File: src/rtl/ssbfs_pkg.sv
// Shared types, sizes and helpers for the stereo six-band FIR splitter.
// No dependencies; every other file in rtl/ imports this package.
package ssbfs_pkg;

  // Data format and filter geometry
  localparam int TAPS    = 64;
  localparam int SW      = 24;                 // sample width, Q1.(SW-1)
  localparam int FRAC    = SW - 1;
  localparam int PW      = 2 * SW;             // full product width
  localparam int ACC_W   = 48;                 // accumulator with guard bits
  localparam int NFILT   = 6;
  localparam int NTAB    = 3;
  localparam int CIDX_W  = 6;                  // coefficient index field width
  localparam int TAP_W   = (TAPS > 1) ? $clog2(TAPS) : 1;
  localparam int DL_DEPTH = NFILT * TAPS;
  localparam int CF_DEPTH = NTAB * TAPS;
  localparam int DL_AW   = $clog2(DL_DEPTH);
  localparam int CF_AW   = $clog2(CF_DEPTH);

  localparam logic [SW-1:0] SMAX_V = {1'b0, {(SW-1){1'b1}}};
  localparam logic [SW-1:0] SMIN_V = {1'b1, {(SW-1){1'b0}}};

  // Command codes
  localparam logic CMD_SAMPLE = 1'b0;
  localparam logic CMD_COEF   = 1'b1;

  // Coefficient table codes
  localparam logic [1:0] TBL_LP = 2'd0;
  localparam logic [1:0] TBL_HP = 2'd1;
  localparam logic [1:0] TBL_BP = 2'd2;

  // Result slots: gains and the six filter outputs
  localparam logic [2:0] SLOT_GL  = 3'd0;
  localparam logic [2:0] SLOT_LPL = 3'd1;
  localparam logic [2:0] SLOT_HPL = 3'd2;
  localparam logic [2:0] SLOT_BPL = 3'd3;
  localparam logic [2:0] SLOT_BPR = 3'd4;
  localparam logic [2:0] SLOT_HPR = 3'd5;
  localparam logic [2:0] SLOT_LPR = 3'd6;
  localparam logic [2:0] SLOT_GR  = 3'd7;

  // One operation issued to the shared multiply-accumulate unit
  typedef struct packed {
    logic       valid;
    logic       first;   // clear the accumulator
    logic       last;    // deliver the saturated sum
    logic       bypass;  // newest sample taken from the register, not memory
    logic       gain;    // operands are pre-gain and an input sample
    logic [2:0] slot;
  } op_t;

  // Memory port requests from the sequencer
  typedef struct packed {
    logic             dl_we;
    logic [DL_AW-1:0] dl_waddr;
    logic [SW-1:0]    dl_wdata;
    logic [DL_AW-1:0] dl_raddr;
    logic             cf_we;
    logic [CF_AW-1:0] cf_waddr;
    logic [SW-1:0]    cf_wdata;
    logic [CF_AW-1:0] cf_raddr;
  } mem_req_t;

  // Finished sum from the accumulate unit
  typedef struct packed {
    logic          valid;
    logic [2:0]    slot;
    logic [SW-1:0] data;
  } res_t;

  // Coefficient table used by each filter
  function automatic logic [1:0] filt_table(logic [2:0] f);
    logic [1:0] t;
    case (f)
      3'd0:    t = TBL_LP;
      3'd1:    t = TBL_HP;
      3'd2:    t = TBL_BP;
      3'd3:    t = TBL_BP;
      3'd4:    t = TBL_HP;
      default: t = TBL_LP;
    endcase
    return t;
  endfunction

  function automatic logic [DL_AW-1:0] dl_addr(logic [2:0] f, logic [TAP_W-1:0] i);
    return DL_AW'(f) * DL_AW'(TAPS) + DL_AW'(i);
  endfunction

  function automatic logic [CF_AW-1:0] cf_addr(logic [1:0] t, logic [TAP_W-1:0] k);
    return CF_AW'(t) * CF_AW'(TAPS) + CF_AW'(k);
  endfunction

endpackage

File: src/rtl/ssbfs_mac.sv
// Shared multiply, scale, saturate and accumulate unit, two register stages.
// Depends on ssbfs_pkg for widths, saturation limits and the op/result structs.
module ssbfs_mac (
  input  logic                     clk_i,
  input  logic                     rst_ni,
  input  ssbfs_pkg::op_t           op_i,
  input  logic [ssbfs_pkg::SW-1:0] a_i,
  input  logic [ssbfs_pkg::SW-1:0] b_i,
  output ssbfs_pkg::res_t          res_o
);
  import ssbfs_pkg::*;

  op_t                op1_q, op2_q;
  logic [PW-1:0]      prod_q;
  logic [ACC_W-1:0]   acc_q, acc_d;
  logic [PW-1:0]      shifted;
  logic [SW-1:0]      term;
  logic [ACC_W-1:0]   acc_base;
  logic [ACC_W:0]     sum;
  logic [SW-1:0]      out_sat;

  // Stage one: exact product
  always_ff @(posedge clk_i) begin
    prod_q <= PW'($signed(a_i) * $signed(b_i));
  end

  // Scale the product back to Q1.(SW-1), rounding toward minus infinity
  assign shifted = PW'($signed(prod_q) >>> FRAC);

  // Saturate the term; only minus one squared overflows
  always_comb begin
    if (shifted[SW] != shifted[SW-1]) begin
      term = shifted[SW] ? SMIN_V : SMAX_V;
    end else begin
      term = shifted[SW-1:0];
    end
  end

  // Stage two: accumulate with saturation to the accumulator range
  assign acc_base = op1_q.first ? '0 : acc_q;
  assign sum = {acc_base[ACC_W-1], acc_base} + {{(ACC_W+1-SW){term[SW-1]}}, term};

  always_comb begin
    if (sum[ACC_W] != sum[ACC_W-1]) begin
      acc_d = sum[ACC_W] ? {1'b1, {(ACC_W-1){1'b0}}} : {1'b0, {(ACC_W-1){1'b1}}};
    end else begin
      acc_d = sum[ACC_W-1:0];
    end
  end

  always_ff @(posedge clk_i) begin
    if (op1_q.valid) begin
      acc_q <= acc_d;
    end
  end

  // Advance the op tags alongside the data
  always_ff @(posedge clk_i or negedge rst_ni) begin
    if (!rst_ni) begin
      op1_q <= '0;
      op2_q <= '0;
    end else begin
      op1_q <= op_i;
      op2_q <= op1_q;
    end
  end

  // Saturate the finished sum to the sample range
  always_comb begin
    if ((&acc_q[ACC_W-1:SW-1]) || !(|acc_q[ACC_W-1:SW-1])) begin
      out_sat = acc_q[SW-1:0];
    end else begin
      out_sat = acc_q[ACC_W-1] ? SMIN_V : SMAX_V;
    end
  end

  assign res_o.valid = op2_q.valid && op2_q.last;
  assign res_o.slot  = op2_q.slot;
  assign res_o.data  = out_sat;

endmodule

File: config.mk
export PLATFORM = sky130hd
export DESIGN_NAME = ssbfs_mac
export DESIGN_NICKNAME = d
export VERILOG_FILES = /design/src/rtl/ssbfs_pkg.sv /design/src/rtl/ssbfs_mac.sv
export SDC_FILE = /design/constraint.sdc
export NUM_CORES = 2
export LEC_CHECK = 0
export ABC_CLOCK_PERIOD_IN_PS = 5700
export BUFFER_PORTS_ARGS = -buffer_cell sky130_fd_sc_hd__buf_4
export CAP_MARGIN = 20
export CORE_ASPECT_RATIO = 0.7
export CORE_UTILIZATION = 60
export DETAILED_ROUTE_END_ITERATION = 16
export PLACE_DENSITY_LB_ADDON = 0.05
export SETUP_SLACK_MARGIN = 0.05
export SYNTH_ARGS = -nofsm -noshare
export SYNTH_HDL_FRONTEND = slang
export SYNTH_SLANG_ARGS = --single-unit
File: constraint.sdc
create_clock -name clk_i -period 5.7 [get_ports clk_i]
set_input_delay 0.57 -clock clk_i [delete_from_list [all_inputs] [get_ports clk_i]]
set_output_delay 0.57 -clock clk_i [all_outputs]
set_load 0.1 [all_outputs]
==> results.tsv <==
metric	value	unit
outcome	complete, but fails checks	
failing checks	negative setup slack	
measured slew at the worst slew-check pin	1.07	ns
final net count	3971	
Max Cap Violations	0	
initial antenna violation count	0	
clk sink count	84	
vias in the first global route	21500	
core area	43700	sq um
Buffers on Ports	83	
Clock Skew	0.00811	ns
Data arrival, critical path	6.74	ns
Post-synth EDFFs	48	
Inst Count DP	3675	
Crit. End Element	flop	
RSZ-0062 raised after global routing	yes	
CP Launch Type	primary input	
Post-Synthesis Cell Area	26600	sq um
Slew Viols, Final	0	
H-tree depth	3	
Worst Path Required	5.93	ns
number of vias per cell	5.47	
Routed Wire Length	73.7	mm
share of layout cells above drive strength 1	18.3	%
Worst Setup Slack, final	-0.806	ns
GR Util All Layers	33.8	%
final setup vio count	25	
Overflow after GRT	0	
worst flop-to-flop path endpoint	acc_q[18]	
Max Fanout on Critical Path	4	
clk buf depth	2	
CP top delay family	adder cells	
Worst R2R Path Depth	16	
Antenna diodes	0	
drt pass-1 iters	6	
final hold viol count	0	
Synth cell types	70	
total CTS buffers	9	
Placement Setup Slack	-1.46	ns
CTS root buf	clkbuf_16	
register area share after synthesis	8.34	%
CTS tree	yes	
remaining antenna violation count after routing	0	
starting density of the core	60.8	%
# IOs	86	
slowest stage delay, CP	0.56	ns
GPL Wtd Cong	1.01	
R2R Setup Slk	0.70	ns
die width	254	um
Area Overhead vs Synth	17.0	%
Worst slew margin	28.6	%
# DRC	0	
post-route insts no fill	3725	
first-pass GRT wire length	116	mm
Die ar.	45200	sq um
Post-Syn Area per Cell	9.18	sq um
Achievable Freq	154	MHz
worst-skew pair later-pin latency	0.34	ns
FP Rows	64	
yosys warns	0	
slowest stage cell, crit path	fa_1	
min Tclk post-route	6.51	ns
Primary FF master, synth	edfxtp_1	
vias post-DR	20400	
period utilization	114	%
crit path kind	in -> reg	
worst min path class	in -> async	
Async SR Flop Fraction	13.1	%
Synth Register Bits	84	
Detail Placement HPWL	62.2	mm
Fillers	3399	
Syn Nets	3740	
clk slew on worst S/H paths	0.06	ns
Initial DRC Count	1500	
Final Util	71.2	%
Mapped Cells	2895	
Worst R2R Start	op1_q[6]	
cell mode on critical path	fa_1	
per-cell routed wire length	19.8	um
die height	178	um
crit path buf inv count	7	
largest net degree at the start of global routing	50	
==> flip-flops by register name (all words and copies together), names as in the netlist <==
| name | flops |
|---|---|
| prod_q | 25 |
| op1_q | 6 |
| acc_q | 48 |
| op2_q | 2 |
| res_o | 3 |
==> metal layers <==
metal	GRT usage, %	vias up	wire, um
li1	-	9164	-
met1	49.3	10300	32800
met2	48.4	852	30300
met3	13.5	73	9600
met4	3.84	4	762
met5	2.64	-	159
==> metrics by stage <==
step | hold WS, ns | setup TNS, ns | cell area, sq um
2_1_floorplan | 0.274 | -13.45 | 26800
3_3_place_gp | 0.338 | -27.89 | 29500
3_5_place_dp | 0.337 | -29.53 | 29500
4_1_cts | 0.0435 | -15.94 | 30400
5_1_grt | 0.0423 | -20.89 | 31100
6_report | 0.0473 | -16.48 | 31100
==> synth_stat cells (7+ instances only) <==
master    number  area, sq um
a21o_1        52          390
a21oi_1       85          425
a31oi_1       13         81.3
and2_1       267         1670
and3_1         8         50.1
clkbuf_1     124          465
dfrtp_1       11          275
dfxtp_1       25          500
edfxtp_1      48         1440
fa_1         607        12200
ha_1         180         2250
inv_1        633         2380
maj3_1         7         70.1
nand2_1      332         1250
nand2b_1      22          138
nand3_1       15         75.1
nand4_1       15         93.8
nor2_1       115          432
nor2b_1       57          357
nor3_1        13         65.1
nor4_1         7         43.8
o21a_1        11         82.6
o21ai_0       41          205
o21ai_1       30          150
o21bai_1      13         97.6
xnor2_1       46          403
xor2_1        30          263
==> layout make-up <==
cell class	count	area [sq um]	area share [%]
clock buffer	12	258	0.828
sequential	84	2220	7.13
multi-input combinational	2040	22200	71.3
clock inverter	4	46.3	0.149
timing repair buffer	358	3290	10.6
tap	594	743	2.39
inverter	633	2380	7.64
==> worst max path at each step <==
stage / start / endpoint / cells past startpoint
2_1_floorplan: a_i[23] / prod_q[47] / 22
3_3_place_gp: b_i[0] / prod_q[47] / 27
3_5_place_dp: b_i[6] / prod_q[40] / 25
4_1_cts: a_i[16] / prod_q[40] / 27
5_1_grt: a_i[16] / prod_q[39] / 27
6_report: a_i[20] / prod_q[29] / 26
==> kinds of logic (layout without fill, tap and decap cells) <==
family | after synthesis | in the layout | share of synthesized area [%]
flops | 84 | 84 | 8.34
simple gates | 869 | 869 | 16.3
xor+xnor | 76 | 76 | 2.50
fa+ha+maj | 795 | 795 | 54.5
mux | 2 | 2 | 0.0753
compound gates | 298 | 298 | 7.29
buf+inv | 771 | 1007 | 11.1
==> cell usage in the layout (no fill, tap or decap), drive strengths merged, types with 7 or more instances in the layout <==
master,count
inv,634
fa,607
buf,356
nand2,333
and2,267
ha,180
nor2,116
a21oi,86
o21ai,72
nor2b,57
a21o,52
edfxtp,48
xnor2,46
xor2,30
dfxtp,25
nand2b,22
nand3,16
nand4,15
clkbuf,14
a31oi,13
o21bai,13
nor3,13
o21a,11
dfrtp,11
maj3,8
and3,8
nor4,7
==> timing repair <==
action / in CTS / in global routing
gates cloned: 0 / 2
pin swaps: 47 / 115
hold buffers: 0 / 0
setup buffers: 19 / 14
endpoints found under the setup margin: 25 / 25
gates resized for setup: 125 / 155
Power is left out: the tool's default activity adds up to more than one toggle a clock period on the data nets, which glitch-free logic cannot reach.
