==> src/rtl/ssbfs_pkg.sv <==
// Shared types, sizes and helpers for the stereo six-band FIR splitter.
// No dependencies; every other file in rtl/ imports this package.
package ssbfs_pkg;

  // Data format and filter geometry
  localparam int TAPS    = 64;
  localparam int SW      = 24;                 // sample width, Q1.(SW-1)
  localparam int FRAC    = SW - 1;
  localparam int PW      = 2 * SW;             // full product width
  localparam int ACC_W   = 48;                 // accumulator with guard bits
  localparam int NFILT   = 6;
  localparam int NTAB    = 3;
  localparam int CIDX_W  = 6;                  // coefficient index field width
  localparam int TAP_W   = (TAPS > 1) ? $clog2(TAPS) : 1;
  localparam int DL_DEPTH = NFILT * TAPS;
  localparam int CF_DEPTH = NTAB * TAPS;
  localparam int DL_AW   = $clog2(DL_DEPTH);
  localparam int CF_AW   = $clog2(CF_DEPTH);

  localparam logic [SW-1:0] SMAX_V = {1'b0, {(SW-1){1'b1}}};
  localparam logic [SW-1:0] SMIN_V = {1'b1, {(SW-1){1'b0}}};

  // Command codes
  localparam logic CMD_SAMPLE = 1'b0;
  localparam logic CMD_COEF   = 1'b1;

  // Coefficient table codes
  localparam logic [1:0] TBL_LP = 2'd0;
  localparam logic [1:0] TBL_HP = 2'd1;
  localparam logic [1:0] TBL_BP = 2'd2;

  // Result slots: gains and the six filter outputs
  localparam logic [2:0] SLOT_GL  = 3'd0;
  localparam logic [2:0] SLOT_LPL = 3'd1;
  localparam logic [2:0] SLOT_HPL = 3'd2;
  localparam logic [2:0] SLOT_BPL = 3'd3;
  localparam logic [2:0] SLOT_BPR = 3'd4;
  localparam logic [2:0] SLOT_HPR = 3'd5;
  localparam logic [2:0] SLOT_LPR = 3'd6;
  localparam logic [2:0] SLOT_GR  = 3'd7;

  // One operation issued to the shared multiply-accumulate unit
  typedef struct packed {
    logic       valid;
    logic       first;   // clear the accumulator
    logic       last;    // deliver the saturated sum
    logic       bypass;  // newest sample taken from the register, not memory
    logic       gain;    // operands are pre-gain and an input sample
    logic [2:0] slot;
  } op_t;

  // Memory port requests from the sequencer
  typedef struct packed {
    logic             dl_we;
    logic [DL_AW-1:0] dl_waddr;
    logic [SW-1:0]    dl_wdata;
    logic [DL_AW-1:0] dl_raddr;
    logic             cf_we;
    logic [CF_AW-1:0] cf_waddr;
    logic [SW-1:0]    cf_wdata;
    logic [CF_AW-1:0] cf_raddr;
  } mem_req_t;

  // Finished sum from the accumulate unit
  typedef struct packed {
    logic          valid;
    logic [2:0]    slot;
    logic [SW-1:0] data;
  } res_t;

  // Coefficient table used by each filter
  function automatic logic [1:0] filt_table(logic [2:0] f);
    logic [1:0] t;
    case (f)
      3'd0:    t = TBL_LP;
      3'd1:    t = TBL_HP;
      3'd2:    t = TBL_BP;
      3'd3:    t = TBL_BP;
      3'd4:    t = TBL_HP;
      default: t = TBL_LP;
    endcase
    return t;
  endfunction

  function automatic logic [DL_AW-1:0] dl_addr(logic [2:0] f, logic [TAP_W-1:0] i);
    return DL_AW'(f) * DL_AW'(TAPS) + DL_AW'(i);
  endfunction

  function automatic logic [CF_AW-1:0] cf_addr(logic [1:0] t, logic [TAP_W-1:0] k);
    return CF_AW'(t) * CF_AW'(TAPS) + CF_AW'(k);
  endfunction

endpackage

==> src/rtl/ssbfs_seq.sv <==
// Sequencer: memory clearing pass, coefficient writes, gain and tap issue, output load.
// Depends on ssbfs_pkg for sizes, codes, structs and address helpers.
module ssbfs_seq (
  input  logic                         clk_i,
  input  logic                         rst_ni,
  input  logic                         in_accept_i,
  input  logic                         cmd_i,
  input  logic [1:0]                   coef_table_i,
  input  logic [ssbfs_pkg::CIDX_W-1:0] coef_index_i,
  input  logic [ssbfs_pkg::SW-1:0]     coef_value_i,
  input  logic [ssbfs_pkg::SW-1:0]     gl_i,
  input  logic [ssbfs_pkg::SW-1:0]     gr_i,
  input  ssbfs_pkg::res_t              res_i,
  input  logic                         out_free_i,
  output logic                         in_stall_o,
  output ssbfs_pkg::op_t               op_o,
  output ssbfs_pkg::mem_req_t          req_o,
  output logic                         load_o
);
  import ssbfs_pkg::*;

  localparam logic [2:0] S_IDLE  = 3'd0;
  localparam logic [2:0] S_CLEAR = 3'd1;
  localparam logic [2:0] S_GAINL = 3'd2;
  localparam logic [2:0] S_GAINR = 3'd3;
  localparam logic [2:0] S_GWAIT = 3'd4;
  localparam logic [2:0] S_FILT  = 3'd5;
  localparam logic [2:0] S_DRAIN = 3'd6;
  localparam logic [2:0] S_OUT   = 3'd7;

  logic [2:0]       st_q, st_d;
  logic [DL_AW-1:0] cnt_q, cnt_d;
  logic [2:0]       f_q, f_d;
  logic [TAP_W-1:0] k_q, k_d;
  logic [TAP_W-1:0] idx_q, idx_d;
  logic [TAP_W-1:0] pos_q, pos_d;
  logic [SW-1:0]    x;
  logic             coef_ok;

  assign x       = (f_q < 3'd3) ? gl_i : gr_i;
  assign coef_ok = (coef_table_i <= TBL_BP) && (32'(coef_index_i) < TAPS);

  // Next state and issue
  always_comb begin
    st_d   = st_q;
    cnt_d  = cnt_q;
    f_d    = f_q;
    k_d    = k_q;
    idx_d  = idx_q;
    pos_d  = pos_q;
    op_o   = '0;
    req_o  = '0;
    load_o = 1'b0;
    case (st_q)
      S_CLEAR: begin
        req_o.dl_we    = 1'b1;
        req_o.dl_waddr = cnt_q;
        if (cnt_q < DL_AW'(CF_DEPTH)) begin
          req_o.cf_we    = 1'b1;
          req_o.cf_waddr = cnt_q[CF_AW-1:0];
        end
        if (cnt_q == DL_AW'(DL_DEPTH - 1)) begin
          st_d = S_IDLE;
        end else begin
          cnt_d = cnt_q + 1'b1;
        end
      end
      S_IDLE: begin
        if (in_accept_i) begin
          if (cmd_i == CMD_COEF) begin
            req_o.cf_we    = coef_ok;
            req_o.cf_waddr = cf_addr(coef_table_i, TAP_W'(coef_index_i));
            req_o.cf_wdata = coef_value_i;
          end else begin
            st_d = S_GAINL;
          end
        end
      end
      S_GAINL: begin
        op_o = '{valid: 1'b1, first: 1'b1, last: 1'b1, bypass: 1'b0,
                 gain: 1'b1, slot: SLOT_GL};
        st_d = S_GAINR;
      end
      S_GAINR: begin
        op_o = '{valid: 1'b1, first: 1'b1, last: 1'b1, bypass: 1'b0,
                 gain: 1'b1, slot: SLOT_GR};
        st_d = S_GWAIT;
      end
      S_GWAIT: begin
        if (res_i.valid && res_i.slot == SLOT_GR) begin
          st_d  = S_FILT;
          f_d   = '0;
          k_d   = '0;
          idx_d = pos_q;
        end
      end
      S_FILT: begin
        op_o.valid     = 1'b1;
        op_o.first     = (k_q == '0);
        op_o.last      = (k_q == TAP_W'(TAPS - 1));
        op_o.bypass    = (k_q == '0);
        op_o.slot      = f_q + 3'd1;
        req_o.dl_raddr = dl_addr(f_q, idx_q);
        req_o.cf_raddr = cf_addr(filt_table(f_q), k_q);
        // store the newest gained sample as its first tap is issued
        req_o.dl_we    = (k_q == '0);
        req_o.dl_waddr = dl_addr(f_q, pos_q);
        req_o.dl_wdata = x;
        idx_d = (idx_q == '0) ? TAP_W'(TAPS - 1) : idx_q - 1'b1;
        if (k_q == TAP_W'(TAPS - 1)) begin
          k_d   = '0;
          idx_d = pos_q;
          if (f_q == 3'(NFILT - 1)) begin
            st_d  = S_DRAIN;
            pos_d = (pos_q == TAP_W'(TAPS - 1)) ? '0 : pos_q + 1'b1;
          end else begin
            f_d = f_q + 3'd1;
          end
        end else begin
          k_d = k_q + 1'b1;
        end
      end
      S_DRAIN: begin
        if (res_i.valid && res_i.slot == SLOT_LPR) begin
          st_d = S_OUT;
        end
      end
      S_OUT: begin
        if (out_free_i) begin
          load_o = 1'b1;
          st_d   = S_IDLE;
        end
      end
      default: begin
        st_d = S_IDLE;
      end
    endcase
  end

  always_ff @(posedge clk_i or negedge rst_ni) begin
    if (!rst_ni) begin
      st_q  <= S_CLEAR;
      cnt_q <= '0;
      f_q   <= '0;
      k_q   <= '0;
      idx_q <= '0;
      pos_q <= '0;
    end else begin
      st_q  <= st_d;
      cnt_q <= cnt_d;
      f_q   <= f_d;
      k_q   <= k_d;
      idx_q <= idx_d;
      pos_q <= pos_d;
    end
  end

  assign in_stall_o = (st_q != S_IDLE);

  // Results only come back while a sample item is in flight
  a_res_in_flight: assert property (@(posedge clk_i) disable iff (!rst_ni)
    res_i.valid |-> (st_q == S_GWAIT || st_q == S_FILT || st_q == S_DRAIN))
    else $error("accumulate result outside a sample item");

  // Each filter starts its tap walk at the write position
  a_walk_start: assert property (@(posedge clk_i) disable iff (!rst_ni)
    (st_q == S_FILT && k_q == '0) |-> (idx_q == pos_q))
    else $error("tap walk does not start at the write position");

  // The output register is loaded only when it is free
  a_load_free: assert property (@(posedge clk_i) disable iff (!rst_ni)
    load_o |-> out_free_i)
    else $error("output register overwritten while held");

  // Write position advances once per sample item, and only at the end of the tap walk
  a_pos_step: assert property (@(posedge clk_i) disable iff (!rst_ni)
    (pos_q != $past(pos_q)) |-> ($past(st_q) == S_FILT && st_q == S_DRAIN))
    else $error("write position moved outside the end of the tap walk");

endmodule
==> config.mk <==
export PLATFORM = sky130hd
export DESIGN_NAME = ssbfs_seq
export DESIGN_NICKNAME = d
export VERILOG_FILES = /design/src/rtl/ssbfs_pkg.sv /design/src/rtl/ssbfs_seq.sv
export SDC_FILE = /design/constraint.sdc
export NUM_CORES = 1
export LEC_CHECK = 0
export BUFFER_PORTS_ARGS = -buffer_cell sky130_fd_sc_hd__buf_2
export CORE_ASPECT_RATIO = 0.9
export CORE_MARGIN = 5
export CORE_UTILIZATION = 37
export DETAILED_ROUTE_END_ITERATION = 6
export PLACE_DENSITY = 0.74
export SETUP_SLACK_MARGIN = 0.4
export SYNTH_ARGS = -nofsm -noshare
export SYNTH_HDL_FRONTEND = slang
export SYNTH_SLANG_ARGS = --single-unit
==> constraint.sdc <==
create_clock -name clk_i -period 2 [get_ports clk_i]
set_clock_uncertainty 0.05 [all_clocks]
set_input_delay 0.3 -clock clk_i [delete_from_list [all_inputs] [get_ports clk_i]]
set_output_delay 0.3 -clock clk_i [all_outputs]
set_load 0.005 [all_outputs]
==> results of run 1 <==
[through the flow]
stage	cell area, um2	TNS (ns)	util, %
finish	5630	-10.98	75.0
CTS	4980	-5.58	66.3
detailed placement	4000	0	53.3
floorplan	2890	0	-
global route	5630	-14.51	75.0
global placement	4000	0	53.3
[worst register-to-register path, stage by stage (launching register included)]
cell and delay (ns):
sky130_fd_sc_hd__dfstp_2 0.38, sky130_fd_sc_hd__buf_8 0.12, sky130_fd_sc_hd__buf_6 0.11, sky130_fd_sc_hd__buf_8 0.11, sky130_fd_sc_hd__buf_4 0.13, sky130_fd_sc_hd__buf_6 0.12
sky130_fd_sc_hd__buf_6 0.12, sky130_fd_sc_hd__buf_16 0.14, sky130_fd_sc_hd__buf_8 0.14, sky130_fd_sc_hd__nand2_4 0.07, sky130_fd_sc_hd__nand3_4 0.07, sky130_fd_sc_hd__o22ai_4 0.33
sky130_fd_sc_hd__o21ai_4 0.13, sky130_fd_sc_hd__o31ai_4 0.09
[cell usage in the layout (no fill, tap or decap), types with 5 or more instances in the layout]
cell type / synthesis / final
sky130_fd_sc_hd__buf_2: 3 / 148
sky130_fd_sc_hd__nor2_1: 28 / 17
sky130_fd_sc_hd__clkbuf_8: 0 / 6
sky130_fd_sc_hd__dfrtp_1: 32 / 28
sky130_fd_sc_hd__inv_2: 0 / 5
sky130_fd_sc_hd__xnor2_1: 6 / 5
sky130_fd_sc_hd__nor2_2: 1 / 5
sky130_fd_sc_hd__and2_4: 0 / 32
sky130_fd_sc_hd__buf_6: 0 / 57
sky130_fd_sc_hd__o21ai_2: 0 / 7
sky130_fd_sc_hd__nand2_1: 72 / 65
sky130_fd_sc_hd__nand2_2: 2 / 5
sky130_fd_sc_hd__mux2i_1: 5 / 5
sky130_fd_sc_hd__buf_12: 0 / 7
sky130_fd_sc_hd__buf_8: 0 / 7
sky130_fd_sc_hd__inv_1: 16 / 10
sky130_fd_sc_hd__nor2_4: 0 / 7
sky130_fd_sc_hd__a21oi_2: 0 / 20
sky130_fd_sc_hd__mux2_4: 1 / 5
sky130_fd_sc_hd__a22o_1: 12 / 12
sky130_fd_sc_hd__a21oi_4: 0 / 6
sky130_fd_sc_hd__o21ai_1: 2 / 11
sky130_fd_sc_hd__nand3_1: 15 / 10
sky130_fd_sc_hd__a21o_1: 5 / 5
sky130_fd_sc_hd__buf_4: 2 / 36
sky130_fd_sc_hd__nand4_1: 6 / 6
sky130_fd_sc_hd__a21oi_1: 44 / 18
sky130_fd_sc_hd__ha_1: 11 / 6
[power by group]
part	leakage, nW	internal (W)	switching [W]
sequential	0.427	0.000862	0.000240
combinational	2.36	0.00260	0.00279
clock	0.0585	0.000406	0.000271
[worst max-delay path by stage]
| stage | startpoint | to | depth (start not counted) |
|---|---|---|---|
| floorplan | cnt_q[0] | cnt_q[1] | 5 |
| global placement | st_q[0] | pos_q[1] | 4 |
| detailed placement | st_q[0] | pos_q[1] | 4 |
| CTS | st_q[0] | req_o[38] | 7 |
| global route | st_q[2] | req_o[17] | 6 |
| finish | st_q[0] | req_o[17] | 7 |
[cell usage after synthesis (all sizes together) (3+ instances only)]
cell	n
nand2	74
a21oi	44
and2	33
dfrtp	32
nor2	29
o21ai	24
clkbuf	17
inv	16
nand3	16
a22o	12
ha	11
mux2	6
nand4	6
xnor2	6
a21o	5
buf	5
mux2i	5
nor3	5
a31oi	4
nand2b	3
nor3b	3
xor2	3
[layer usage]
layer / wire, um / part of all wire [%] / track usage [%] / up-vias
met1: 5200 / 33 / 28.1 / 1986
met2: 8110 / 51 / 46.5 / 335
met3: 1550 / 9.8 / 4.55 / 85
met5: 0 / 0 / 0 / -
li1: - / - / - / 1809
met4: 971 / 6.1 / 9.51 / 0
[area by class of cell]
type                            count  share of cell area, %
Tap cell                           96                   2.13
Clock inverter                      1                  0.534
Clock buffer                        7                   1.53
Timing Repair Buffer              260                   36.1
Inverter                           16                   1.29
Sequential cell                    33                   14.8
Multi-Input combinational cell    309                   43.6
[registers in the layout, summed over array words and instances, names as in the netlist]
| signal | cells |
|---|---|
| pos_q | 6 |
| k_q | 6 |
| idx_q | 6 |
| cnt_q | 9 |
| st_q | 3 |
| f_q | 3 |
[cells by family after synthesis]
family                     after synthesis  synth area share, %
and+or+nand+nor                        178                 31.7
AOI/OAI and AO/OA                      100                 21.7
buffers and inverters                   38                 5.44
DFF                                     33                 29.2
muxes                                   11                 4.29
adders and majority gates               11                 4.86
xor gates and xnor gates                 9                 2.79
[what timing repair did]
| item | 4_1_cts | 5_1_grt |
|---|---|---|
| endpoints found under the setup margin | 120 | 126 |
| gates resized for setup | 141 | 115 |
| buffers inserted | 33 | 14 |
| cloned | 6 | 3 |
| pin swaps | 35 | 37 |
==> impl_results.md, run 1 <==
* Required time of the critical path at 1.65 ns
* # IOs at 207
* Detailed-route wire length per cell at 21.9 um
* Pin count of the biggest net entering global routing at 34
* Class of the worst hold path: in2async
* Kind of start point of the critical path: flip-flop
* Via count at 4215
* Depth of the worst register-to-register path at 13
* Count of endpoints failing hold in the final timing report at 0
* Power per cell area at 1270 nW/um2
* Worst Setup Slack post-DPL at 0.0890 ns
* CTS tree: built
* Average cell area after synthesis at 7.45 um2
* Crit-path slowest cell: sky130_fd_sc_hd__dfstp_2
* Vias per inst at slightly below 6
* Fin. max-slew vios at 0
* Hold buffer count at CTS at 0
* First-pass iteration count of the detailed router at 6
* Main flop type after synthesis: sky130_fd_sc_hd__dfrtp_1
* Top cell type's share of synthesized area at 28.3%
* Sum of net half-perimeters after detailed placement at 8.09 mm
* CP Max Fanout at 4
* Number of buffers added on ports at 182
* Achievable frequency at 452 MHz
* Worst stage delay on the critical path at between 0.3 and 0.4 ns
* Wire length of the first global-routing pass at 18.9 mm
* Global placement routability congestion at around 0.86
* Clock transition at the registers of the reported paths at 0.08 ns
* H-Tree Depth at 2
* Global Route Usage Sum at approximately a quarter
* Largest area contributor in the netlist: sky130_fd_sc_hd__dfrtp_1
* Cell area after technology mapping at between 2000 and 3000 um2
* Net count reported at finish at about 750
* Post-synthesis register bit count at 33
* Number of enable flip-flop cells after synthesis at 0
* Initial DRC Count at 300
* Cell occurring most often along the worst timing path: sky130_fd_sc_hd__buf_6
* Arrival time at the worst endpoint at 1.86 ns
* Initial antenna violation count at 0
* Syn Nets at 504
* Dominant cells by area after synthesis: sky130_fd_sc_hd__dfrtp_1 (28%), sky130_fd_sc_hd__nand2_1 (9.5%), sky130_fd_sc_hd__a21oi_1 (7.8%), sky130_fd_sc_hd__and2_1 (7.3%), sky130_fd_sc_hd__ha_1 (4.9%)
* Number of clock sinks seen by CTS at 33
* CTS Root Cell: sky130_fd_sc_hd__clkbuf_8
* Post-layout instance count excluding filler cells at roughly 720
* Unrepaired setup endpoints after global routing: yes
* Vias in the first global route at about 3800
* Final critical path time including I/O delays and setup at about 2.2 ns
* Ys async rst share at 100%
* ANT nets after route at 0
* Violations in the final reports: negative setup slack
* Slew HR at 47.4%
* Synth-to-layout area growth at 98.9%
* Height of the die at 93.0 um
* Core Region at approximately 7500 um2
* Source of the worst register-to-register timing path: st_q[0]
* Total die area at about 9500 um2
* DRC violations left at 0
* Actual slew at the worst max-slew pin at 0.788 ns
* Category of the worst setup path capture point: output port
* Synth unique cells at 51
* Gate family responsible for the most delay along the worst path: simple AND/OR/NAND/NOR gates
* Fill count at 441
* Routed wire length at roughly 16 mm
* Path type of the worst setup path: reg2out
* FP Rows at 30
* Maxcap violations at 0
* Placed Cells at 658
* Count of endpoints failing setup in the final report at 99
* Antenna cells at 0
* Leak pwr at 2.85 nW
* Share of the cycle needed by the critical path after routing at 111%
* Sequential element share of the synthesized area at 29.2%
* Area used by multi-input combinational logic at ~2500 um2
* Number of buffers and inverters on the critical path at 4
* End of the worst register-to-register path: st_q[0]
* Critical path, cell by cell: buf_8, or3_4, nor2_4, buf_6, clkbuf_16, and2_4, buf_6
* Least setup slack across all paths after layout at -0.212 ns
* Status: finished, violations left
* Clock latency at the later pin of the worst-skew pair at 0.30 ns
* Cells after synthesis at between 300 and 400
* Initial Utilization at 37.7%
* Power, Total at 0.00717 W
* Hold_ws at 0.0348 ns
* Peak ir drop on the vdd network at 0.536 mV
* Global route overflow at 0
* Sequential standard cell area at 832 um2
* Share of cells above drive strength 1 at 64.2%
* Maximum clock path buffer count at 2
* Die outline width at 102 um
* Worst reg-to-reg setup slack at -0.20 ns
* Number of buffers inserted during clock tree synthesis at 5
* Warnings from Yosys at 0
Power figures use the tool's default switching activity.
==> run 2: changes to the inputs <==
--- a/config.mk
+++ b/config.mk
@@ -8,9 +8,9 @@
 export BUFFER_PORTS_ARGS = -buffer_cell sky130_fd_sc_hd__buf_2
 export CORE_ASPECT_RATIO = 0.9
 export CORE_MARGIN = 5
-export CORE_UTILIZATION = 37
+export CORE_UTILIZATION = 41
 export DETAILED_ROUTE_END_ITERATION = 6
-export PLACE_DENSITY = 0.74
+export PLACE_DENSITY = 0.9
 export SETUP_SLACK_MARGIN = 0.4
 export SYNTH_ARGS = -nofsm -noshare
 export SYNTH_HDL_FRONTEND = slang
==> constraint.sdc (replaced) <==
create_clock -name clk_i -period 2 [get_ports clk_i]
set_clock_uncertainty 0.05 [all_clocks]
set_input_delay 0.4 -clock clk_i [delete_from_list [all_inputs] [get_ports clk_i]]
set_output_delay 0.4 -clock clk_i [all_outputs]
set_load 0.005 [all_outputs]
==> run 2 against run 1 <==
Compared with the run above: the run still ends with negative setup slack left; first-iteration DRC count is 28% higher; global-route usage is 2.4 points higher; sequential share of layout area is 0.90 points higher; count of clock-buffer cells in the layout stayed put; via count is 5.4% lower; maximum frequency is 0.56% lower; combinational power is 13% lower; sequential power is 5% higher; critical path depth is 2 lower.
==> impl_results.md, run 2 (synthesized netlist as in run 1, its figures left out) <==
* Kind of start point of the critical path: flip-flop
* Number of clock sinks seen by CTS at 33
* Leak pwr at 2.74 nW
* Gate family responsible for the most delay along the worst path: simple AND/OR/NAND/NOR gates
* Number of buffers and inverters on the critical path at 2
* Share of the cycle needed by the critical path after routing at 111%
* First-pass iteration count of the detailed router at 6
* Clock latency at the later pin of the worst-skew pair at 0.29 ns
* Share of cells above drive strength 1 at 62.1%
* Detailed-route wire length per cell at 19.6 um
* Global placement routability congestion at 0.891
* Maximum clock path buffer count at 2
* Leading cell types in the layout, fill and taps excluded: sky130_fd_sc_hd__buf_2 (159), sky130_fd_sc_hd__nand2_1 (66), sky130_fd_sc_hd__buf_6 (50), sky130_fd_sc_hd__a21oi_2 (26), sky130_fd_sc_hd__dfrtp_1 (26)
* Class of the worst hold path: in2async
* Path type of the worst setup path: reg2out
* FP Rows at 28
* Maxcap violations at 0
* Routed wire length at between 10 and 15 mm
* Number of buffers added on ports at about 180
* Wire length of the first global-routing pass at around 19 mm
* Total die area at 8670 um2
* Clock transition at the registers of the reported paths at 0.07 ns
* Antenna cells at 0
* Placed Cells at 647
* ANT nets after route at 0
* Hold buffer count at CTS at 0
* Initial Utilization at a little over two fifths
* Worst Setup Slack post-DPL at 0.0710 ns
* Number of flip-flops under the largest register name at 9
* Synth-to-layout area growth at 88.0%
* Setup tns final at -11.84 ns
* Count of endpoints failing hold in the final timing report at 0
* Final critical path time including I/O delays and setup at about 2.2 ns
* Sum of net half-perimeters after detailed placement at 8.11 mm
* Critical path, cell by cell: or3_4, nor2_4, buf_12, a22o_1, buf_2
* Least setup slack across all paths after layout at -0.224 ns
* Global route overflow at 0
* Pin count of the biggest net entering global routing at 34
* CTS Root Cell: sky130_fd_sc_hd__clkbuf_8
* Fin. max-slew vios at 0
* Category of the worst setup path capture point: output port
* Slew HR at 48.1%
* Via count at 3986
* Power per cell area at around 1200 nW/um2
* Vias in the first global route at ~4000
* Crit-path slowest cell: sky130_fd_sc_hd__dfrtp_1
* Hold_ws at 0.134 ns
* H-Tree Depth at 2
* Net count reported at finish at 733
* Violations in the final reports: negative setup slack
* Global Route Usage Sum at 27.5%
* Die outline width at 97.6 um
* Worst stage delay on the critical path at between 0.4 and 0.5 ns
* Peak ir drop on the vdd network at 0.737 mV
* DRC violations left at 0
* Height of the die at 88.8 um
* Initial antenna violation count at 0
* Vias per inst at 5.70
* Actual slew at the worst max-slew pin at a little under 0.8 ns
* Register ranked first by flip-flop count: cnt_q
* Achievable frequency at 450 MHz
* Required time of the critical path at about 1.6 ns
* Post-layout instance count excluding filler cells at ~700
* CTS tree: built
* Arrival time at the worst endpoint at ~1.8 ns
* Initial DRC Count at 385
* Core Region at 6660 um2
* Status: finished, violations left
* Unrepaired setup endpoints after global routing: yes
* Count of endpoints failing setup in the final report at 91
* CP Max Fanout at 33
* Number of buffers inserted during clock tree synthesis at 5
* Most common library cell in the layout ignoring fill and taps: sky130_fd_sc_hd__buf_2
* # IOs at 207
-- run 2: cell count changes in the layout (fill, tap and decap cells not counted), sizes merged --
cell and delta:
buf -18, clkbuf +2, bufinv -1, clkinv -1, inv +1
-- run 2: worst paths after layout --
path	from	endpoint	slack (ns)	depth (start not counted)
max	st_q[1]	req_o[38]	-0.22	5
min in group clk_i	out_free_i	st_q[1]	0.48	4
min reg2reg	idx_q[1]	idx_q[1]	0.48	2
max reg2reg	st_q[1]	idx_q[3]	-0.02	9
min	rst_ni	pos_q[1]	0.13	1
max in group asynchronous	rst_ni	cnt_q[2]	1.22	1
-- run 2: area by class of cell --
type | count | area (um2)
Clock buffer | 7 | 86.3
Multi-Input combinational cell | 309 | 2420
Fill cell | 401 | 1340
Tap cell | 90 | 113
Sequential cell | 33 | 835
Inverter | 16 | 65.1
Timing Repair Buffer | 244 | 1800
-- run 2: per-stage QoR --
step	power (W)	area [um2]	utilization, %
floorplan	0.00308	3180	-
finish	0.00638	5320	79.9
detailed placement	0.00400	4160	62.6
CTS	0.00542	4880	73.4
global route	0.00672	5320	79.9
global placement	0.00387	4160	62.6
-- run 2: timing repair --
action                                 CTS  global route
setup endpoints to repair              124           126
setup buffers                           24            14
cloned                                   2             5
pin swaps                               16            15
gates resized for setup                 87            68
endpoints found under the hold margin    0             0
-- run 2: layer usage --
metal	up-vias	wire length, um	GRT usage (%)
met5	-	0	0
met4	0	675	12.8
met3	76	1210	6.46
met2	271	7000	51.6
met1	1868	4820	29.8
li1	1771	-	-
-- run 2: where the power goes --
part	total, W	internal (W)	switching (W)
clock network	0.000536	0.000273	0.000263
registers	0.00116	0.000865	0.000292
logic	0.00469	0.00231	0.00238
total	0.00638	0.00345	0.00293
==> run 3: changes to the inputs <==
--- a/config.mk
+++ b/config.mk
@@ -10,6 +10,7 @@
 export CORE_MARGIN = 5
 export CORE_UTILIZATION = 41
 export DETAILED_ROUTE_END_ITERATION = 6
+export MAX_ROUTING_LAYER = met4
 export PLACE_DENSITY = 0.9
 export SETUP_SLACK_MARGIN = 0.4
 export SYNTH_ARGS = -nofsm -noshare
==> run 3 against run 2 <==
Compared with the run above: the flow still finishes with violations (negative setup slack); worst hold slack better by 0.0074 ns; via count is 0.10% higher; global-route usage is 0.91 points higher; final area is 0.40% lower; count of clock-buffer cells in the layout stayed put; clock power is 1% higher; core utilization is 0.32 points lower; sequential power hardly changed; critical path depth stayed put; final cell count stayed put; critical endpoint unchanged.
==> impl_results.md, run 3 (synthesized netlist as in run 1, its figures left out) <==
* Maxcap violations at 0
* Net count reported at finish at 733
* Via count at between 3000 and 4000
* Post-layout instance count excluding filler cells at ~700
* Number of buffers inserted during clock tree synthesis at 5
* Global Route Usage Sum at about 28%
* Required time of the critical path at ~1.6 ns
* Die outline width at between 90 and 100 um
* H-Tree Depth at 2
* Global route overflow at 0
* Category of the worst setup path capture point: output port
* Initial DRC Count at 317
* Unrepaired setup endpoints after global routing: yes
* Share of cells above drive strength 1 at 61.9%
* Fill count at about 400
* Initial antenna violation count at 0
* End of the worst register-to-register path: idx_q[3]
* Wire length of the first global-routing pass at 19.4 mm
* Global placement routability congestion at 0.906
* Worst reg-to-reg setup slack at -0.01 ns
* Fin. max-slew vios at 0
* Number of flip-flops under the largest register name at 9
* Count of endpoints failing setup in the final report at 90
* CTS tree: built
* ANT nets after route at 0
* Placed Cells at approximately 650
* Kind of start point of the critical path: flip-flop
* Setup tns final at -11.98 ns
* Vias in the first global route at 3923
* Core Region at 6660 um2
* Utilization after layout at 79.6%
* Class of the worst hold path: in2async
* Vias per inst at 5.71
* Least setup slack across all paths after layout at -0.225 ns
* Source of the worst register-to-register timing path: st_q[1]
* Register ranked first by flip-flop count: cnt_q
* Power per cell area at around 1200 nW/um2
* DRC violations left at 0
* Leading cell types in the layout, fill and taps excluded: sky130_fd_sc_hd__buf_2 (162), sky130_fd_sc_hd__nand2_1 (66), sky130_fd_sc_hd__buf_6 (47), sky130_fd_sc_hd__a21oi_2 (26), sky130_fd_sc_hd__dfrtp_1 (26)
* Violations in the final reports: negative setup slack
* Arrival time at the worst endpoint at 1.77 ns
* Clock transition at the registers of the reported paths at 0.07 ns
* Detailed-route wire length per cell at 19.7 um
* Sequential standard cell area at 835 um2
* Total die area at just under 9000 um2
* Actual slew at the worst max-slew pin at 0.801 ns
* Number of buffers added on ports at 182
* Final critical path time including I/O delays and setup at 2.22 ns
* Synth-to-layout area growth at 87.2%
* Pin count of the biggest net entering global routing at 34
* # IOs at roughly 210
* Leak pwr at 2.74 nW
* First-pass iteration count of the detailed router at 5
* CTS Root Cell: sky130_fd_sc_hd__clkbuf_8
* CP Max Fanout at 33
* Achievable frequency at 450 MHz
* Antenna cells at 0
* Slew HR at 46.6%
* Initial Utilization at a little over two fifths
* FP Rows at 28
* Path type of the worst setup path: reg2out
* Most common library cell in the layout ignoring fill and taps: sky130_fd_sc_hd__buf_2
* Height of the die at 88.8 um
* Routed wire length at 13.8 mm
* Peak ir drop on the vdd network at ~0.74 mV
* Sum of net half-perimeters after detailed placement at 8.11 mm
* Maximum clock path buffer count at 2
* Area used by multi-input combinational logic at about 2400 um2
* Count of endpoints failing hold in the final timing report at 0
* Status: finished, violations left
* Clock latency at the later pin of the worst-skew pair at roughly 0.30 ns
* Number of clock sinks seen by CTS at 33
* Share of the cycle needed by the critical path after routing at 111%
* Depth of the worst register-to-register path at 9
* Hold buffer count at CTS at 0
==> run 3: how the worst max path moves through the flow <==
stage,from,endpoint,slack [ns],depth (start not counted)
5_1_grt,st_q[1],req_o[81],-0.27,7
2_1_floorplan,st_q[0],req_o[32],0.22,5
6_report,st_q[1],req_o[38],-0.22,5
3_5_place_dp,st_q[0],req_o[38],0.07,4
3_3_place_gp,st_q[0],req_o[33],0.10,4
4_1_cts,st_q[1],req_o[38],-0.15,5
==> run 3: worst max-delay path, cell delays in order (launching register included) <==
cell and delay, ns:
sky130_fd_sc_hd__dfrtp_1 0.43, sky130_fd_sc_hd__or3_4 0.43, sky130_fd_sc_hd__nor2_4 0.12, sky130_fd_sc_hd__buf_12 0.18, sky130_fd_sc_hd__a22o_1 0.17, sky130_fd_sc_hd__buf_2 0.13
==> run 3: timing repair <==
action | in CTS | in global routing
gates resized for setup | 87 | 64
setup buffers | 24 | 14
setup endpoints to repair | 124 | 126
cloned | 2 | 5
pin swaps | 16 | 16
endpoints found under the hold margin | 0 | 0
==> run 3: routing by layer <==
layer / global-route usage (%) / wire length, um
met4: 12.1 / 553
met3: 6.54 / 1090
met1: 29.7 / 5020
met2: 52.1 / 7110
met5: - / 0
==> run 3: through the flow <==
stage / power, W / cell area [um2] / hold slack (ns) / setup slack, ns
finish: 0.00637 / 5300 / 0.141 / -0.225
global route: 0.00670 / 5300 / 0.192 / -0.271
CTS: 0.00542 / 4880 / 0.155 / -0.146
detailed placement: 0.00400 / 4160 / 0.468 / 0.0710
global placement: 0.00387 / 4160 / 0.448 / 0.103
floorplan: 0.00308 / 3180 / 0.0544 / 0.215
==> run 3: final cells by class <==
type                            count  share of cell area, %
Inverter                           16                   1.23
Clock buffer                        7                   1.63
Tap cell                           90                   2.13
Timing Repair Buffer              244                   33.6
Multi-Input combinational cell    309                   45.6
Sequential cell                    33                   15.7
==> run 3: power by group <==
| group | leakage [nW] | switching [W] | internal (W) | total, W |
|---|---|---|---|---|
| Clock | 0.0443 | 0.000268 | 0.000274 | 0.000542 |
| Sequential | 0.423 | 0.000292 | 0.000865 | 0.00116 |
| Combinational | 2.27 | 0.00236 | 0.00230 | 0.00467 |
| Total | 2.74 | 0.00292 | 0.00344 | 0.00637 |
